==> src/hdl/pstk_pkg.sv <==
// Shared types and constants for the per-slide top-k tracker.
package pstk_pkg;

  localparam int MAX_K_DEF    = 32;
  localparam int VAL_W        = 32;
  localparam int ID_W         = 32;
  localparam int CFG_W        = 6;
  localparam logic [CFG_W-1:0] TOPK_RESET = 6'd8;

  typedef enum logic [1:0] {
    CMD_HOLD,
    CMD_LEFT,
    CMD_RIGHT,
    CMD_NEW
  } cell_cmd_t;

  typedef struct packed {
    logic gt;
    logic lt;
  } cell_flags_t;

  typedef enum logic {
    ST_IDLE,
    ST_DRAIN
  } pstk_state_t;

endpackage

==> src/hdl/pstk_cell.sv <==
// One cell of the sorted insertion chain: a (value, id) entry and its comparators.
module pstk_cell import pstk_pkg::*; (
  input  logic                    clk,
  input  cell_cmd_t               cmd,
  input  logic signed [VAL_W-1:0] new_value,
  input  logic        [ID_W-1:0]  new_id,
  input  logic signed [VAL_W-1:0] left_value,
  input  logic        [ID_W-1:0]  left_id,
  input  logic signed [VAL_W-1:0] right_value,
  input  logic        [ID_W-1:0]  right_id,
  output logic signed [VAL_W-1:0] value,
  output logic        [ID_W-1:0]  id,
  output cell_flags_t             flags
);

  logic signed [VAL_W-1:0] value_r;
  logic        [ID_W-1:0]  id_r;

  always_ff @(posedge clk) begin
    unique case (cmd)
      CMD_HOLD: begin
        value_r <= value_r;
        id_r    <= id_r;
      end
      CMD_LEFT: begin
        value_r <= left_value;
        id_r    <= left_id;
      end
      CMD_RIGHT: begin
        value_r <= right_value;
        id_r    <= right_id;
      end
      CMD_NEW: begin
        value_r <= new_value;
        id_r    <= new_id;
      end
      default: begin
        value_r <= value_r;
        id_r    <= id_r;
      end
    endcase
  end

  assign value    = value_r;
  assign id       = id_r;
  assign flags.gt = (value_r > new_value);
  assign flags.lt = (value_r < new_value);

endmodule

==> config.mk <==
export PLATFORM = sky130hd
export DESIGN_NAME = pstk_cell
export DESIGN_NICKNAME = d
export VERILOG_FILES = /design/src/hdl/pstk_pkg.sv /design/src/hdl/pstk_cell.sv
export SDC_FILE = /design/constraint.sdc
export NUM_CORES = 1
export LEC_CHECK = 0
export ABC_AREA = 1
export BUFFER_PORTS_ARGS = -buffer_cell sky130_fd_sc_hd__buf_4
export CAP_MARGIN = 15
export CORE_AREA = 2 2 102 104
export CTS_CLUSTER_DIAMETER = 200
export CTS_CLUSTER_SIZE = 24
export DETAILED_ROUTE_END_ITERATION = 8
export DIE_AREA = 0 0 104 106
export HOLD_SLACK_MARGIN = 0.05
export MAX_ROUTING_LAYER = met4
export PLACE_DENSITY = 0.78
export SLEW_MARGIN = 20
export SYNTH_ARGS = -nofsm -noshare
export SYNTH_HDL_FRONTEND = slang
export SYNTH_SLANG_ARGS = --single-unit
==> constraint.sdc <==
create_clock -name clk -period 4.55 [get_ports clk]
set_input_delay 0.91 -clock clk [delete_from_list [all_inputs] [get_ports clk]]
set_output_delay 0.91 -clock clk [all_outputs]
set_load 0.005 [all_outputs]
* Word-level counts from Yosys, hierarchy flattened
Cells that the tools add are included.
Widths: inputs -> output; s select.
** Cells by class
- Order comparisons :: 2
- Reduce and logical (&&, ||, !) cells :: 1
- Eq/ne operators :: 3
- Mux-type cells :: 2
** Operators by type and width (count)
- $pmux 32 s3 :: 2
- $gt 32x32->1 :: 1
- $lt 32x32->1 :: 1
- $eq 2x2->1 const B :: 2
- $eq 2x1->1 const B :: 1
- $logic_not 2->1 :: 1
** Word-level totals
- Output and inout bits :: 66
- Input port bits :: 195
- Bits in registers :: 64

* Depth between registers and ports, before layout
- Depth in word-level cells :: 2
- Mapped depth :: 16
- Mapped depth without buffers :: 16

* Worst setup path after synthesis
OpenSTA, ideal clock, no wires.
- Path type :: input to output
- Start :: input port new_value[21]
- End :: output port flags[1] in the netlist's numbering
- Buffers on the path :: 0
- Path slack :: 1.704 ns
- Cell stages on the path :: 11
- Arrival time :: 1.936 ns
- Cells stage by stage :: inv_1 -> ha_1 -> a21oi_2 -> nor2_1 -> nor2_2 -> nand3_2 -> a21oi_2 -> nand2_1 -> nand2_1 -> nand2_2 -> nor2_2
** RTL lines
- start: declaration :: RTL line pstk_cell.sv:5 : input logic signed [VAL_W-1:0] new_value,
- end: declaration :: RTL line pstk_cell.sv:13 : output cell_flags_t flags

==> impl_metrics.env <==
export IMPL_status="completed"
export IMPL_io_pins=261
export IMPL_combPwrFrac=0.293
export IMPL_crit_type="in -> out"
export IMPL_synth_nets=691
export IMPL_diodes=0
export IMPL_leakagePower_uw=0.00309
export IMPL_core_region_area_um2=10000
export IMPL_cts_resized=0
export IMPL_clk_pin_slew_ns=0.07
export IMPL_grt_pass1_wl_mm=20.4
export IMPL_layout_setup_ws_ns=1.40
export IMPL_p_clk_frac=0.246
export IMPL_antenna_found_initial=0
export IMPL_start_util=0.400
export IMPL_cap_viol_max_count=0
export IMPL_syn_avg_cell_area_um2=8.62
export IMPL_tightest_slew_ns=0.784
export IMPL_via_per_inst=5.05
export IMPL_cp_arrival_ns=2.24
export IMPL_period_minus_slack_ns=3.15
export IMPL_grt_overflow=0
export IMPL_die_area_um2=11000
export IMPL_wl_per_cell_um=15.0
export IMPL_crit_path_max_fanout=2
export IMPL_grt_max_degree=65
export IMPL_setup_viol=0
export IMPL_syn_inst=464
export IMPL_drive_gt1_frac=0.403
export IMPL_dr_pass1_iters=5
export IMPL_dp_slack_ns=1.39
export IMPL_worstSetupStartpointType="input port"
export IMPL_die_h_um=106
export IMPL_final_hold_viol_count=0
export IMPL_powerDensity_nw_per_um2=268
export IMPL_slew_limit_headroom=0.477
export IMPL_drcViolationCount=0
export IMPL_synth_area_leaders="edfxtp_1, nand2_1, ha_1"
export IMPL_final_cell_mix="buf_4, nand2_1, nand3_1"
export IMPL_fin_crit_sh=0.692
export IMPL_wirelength_mm=12.9
export IMPL_portBuffers=260
export IMPL_setup_worst_path_start="new_value[3]"
export IMPL_setup_tns_ns=0
export IMPL_ctsHoldBuffers=0
export IMPL_drt_iter0_markers=252
export IMPL_min_from="right_id[27]"
export IMPL_required_ns=3.64
export IMPL_synth_top_area_frac=0.481
export IMPL_grtUsageTotal=0.239
export IMPL_hold_class="in -> reg"
export IMPL_swShare=0.281
export IMPL_seq_area_frac_synth=0.481
export IMPL_endpoint_kind="output pin"
export IMPL_die_w_um=104
export IMPL_fmax_mhz=318
export IMPL_antenna_left=0
export IMPL_gp_congestion=0.866
export IMPL_cts_root_buffer="clkbuf_8"
export IMPL_p_sw_uw=466
export IMPL_first_global_vias=4426
export IMPL_p_int_uw=1190
export IMPL_seq_power_share=0.462
export IMPL_drv_slew=0
export IMPL_peakVddDrop_v=0.000150
export IMPL_vias=4319
export IMPL_ctsLongestPathBuffers=2
export IMPL_ys_seq_elements=64
export IMPL_dp_hpwl_mm=10.1
export IMPL_cts_tree="yes"
export IMPL_area_growth_pct=55.0
export IMPL_cts_buffers=9
export IMPL_yosys_area_top_type="edfxtp_1"
export IMPL_synth_cell_types=24
export IMPL_yosys_warnings=0
export IMPL_rsz0062_at_grt="false"
export IMPL_clock_sinks=64
export IMPL_row_count=37
export IMPL_htree_levels=3
export IMPL_nets=943
export IMPL_syn_area_um2=4000
export IMPL_final_common_cell="buf_4"
export IMPL_postCtsSetupRepairBufs=0
final timing paths:
kind | endpoint | slack [ns] | cells after the start
min | id[27] | 0.84 | 3
max | flags[1] | 1.40 | 17
cells in the mapped netlist, drive strengths merged:
library cell / n
nor2: 15
nand4: 2
nor3: 1
buf: 16
and3b: 1
or2: 1
clkbuf: 8
ha: 32
a21o: 1
edfxtp: 64
nand3: 69
o21ai: 2
a21oi: 12
o211ai: 31
inv: 42
nand2: 167
area by class of cell:
cell class                 instances  area [um^2]
timing repair buffer             265         1990
tap                              136          170
sequential                        64         1920
multi-input combinational        334         1810
fill                             877         3800
clock buffer                      10          128
inverter                          42          158
clock inverter                     5         25.0
kinds of logic (layout without fill, tap and decap cells):
group	Yosys count	count (layout)	synth area share
AOI/OAI and AO/OA	46	46	0.0795
adders and majority gates	32	32	0.100
buffers and inverters	66	322	0.0682
DFF	64	64	0.481
and+or+nand+nor	256	256	0.272
layer usage:
metal	GRT usage	vias up	wire length (um)
met5	-	-	0
met4	0.0994	0	363
met3	0.0546	39	955
met2	0.432	207	6730
met1	0.253	1992	4820
li1	-	2081	-
flip-flops by register name, indices dropped and copies added, names as in the netlist:
register	count
id	32
value	32
critical path: stages:
cell and delay (ns):
buf_4 0.11, inv_1 0.07, ha_1 0.25, nand2_1 0.10, inv_2 0.04, nand2_1 0.06, nand2_1 0.04, nand2_1 0.05
nand2_1 0.08, nand2_1 0.06, nand2_1 0.04, nand2_1 0.07, nand2_1 0.05, nand2_1 0.07, nand2_2 0.06, nor2_2 0.07
buf_4 0.11
power by group through the flow:
stage / Combinational [uW] / Sequential (uW) / Clock, uW
2_1_floorplan: 184 / 782 / 0
3_3_place_gp: 479 / 775 / 0
3_5_place_dp: 490 / 779 / 0
4_1_cts: 491 / 767 / 418
5_1_grt: 536 / 774 / 440
6_report: 486 / 767 / 408
metrics by stage:
stage | instance area [um^2] | cells | util | hold slack, ns | total power (uW)
after global placement | 6040 | 841 | 0.604 | 1.19 | 1250
after floorplan | 4000 | 464 | - | 1.10 | 967
after CTS | 6200 | 856 | 0.620 | 0.822 | 1680
after global routing | 6200 | 856 | 0.620 | 0.839 | 1750
after detailed placement | 6040 | 841 | 0.604 | 1.19 | 1270
final | 6200 | 856 | 0.620 | 0.840 | 1660
(Power assumes the default switching activity.)
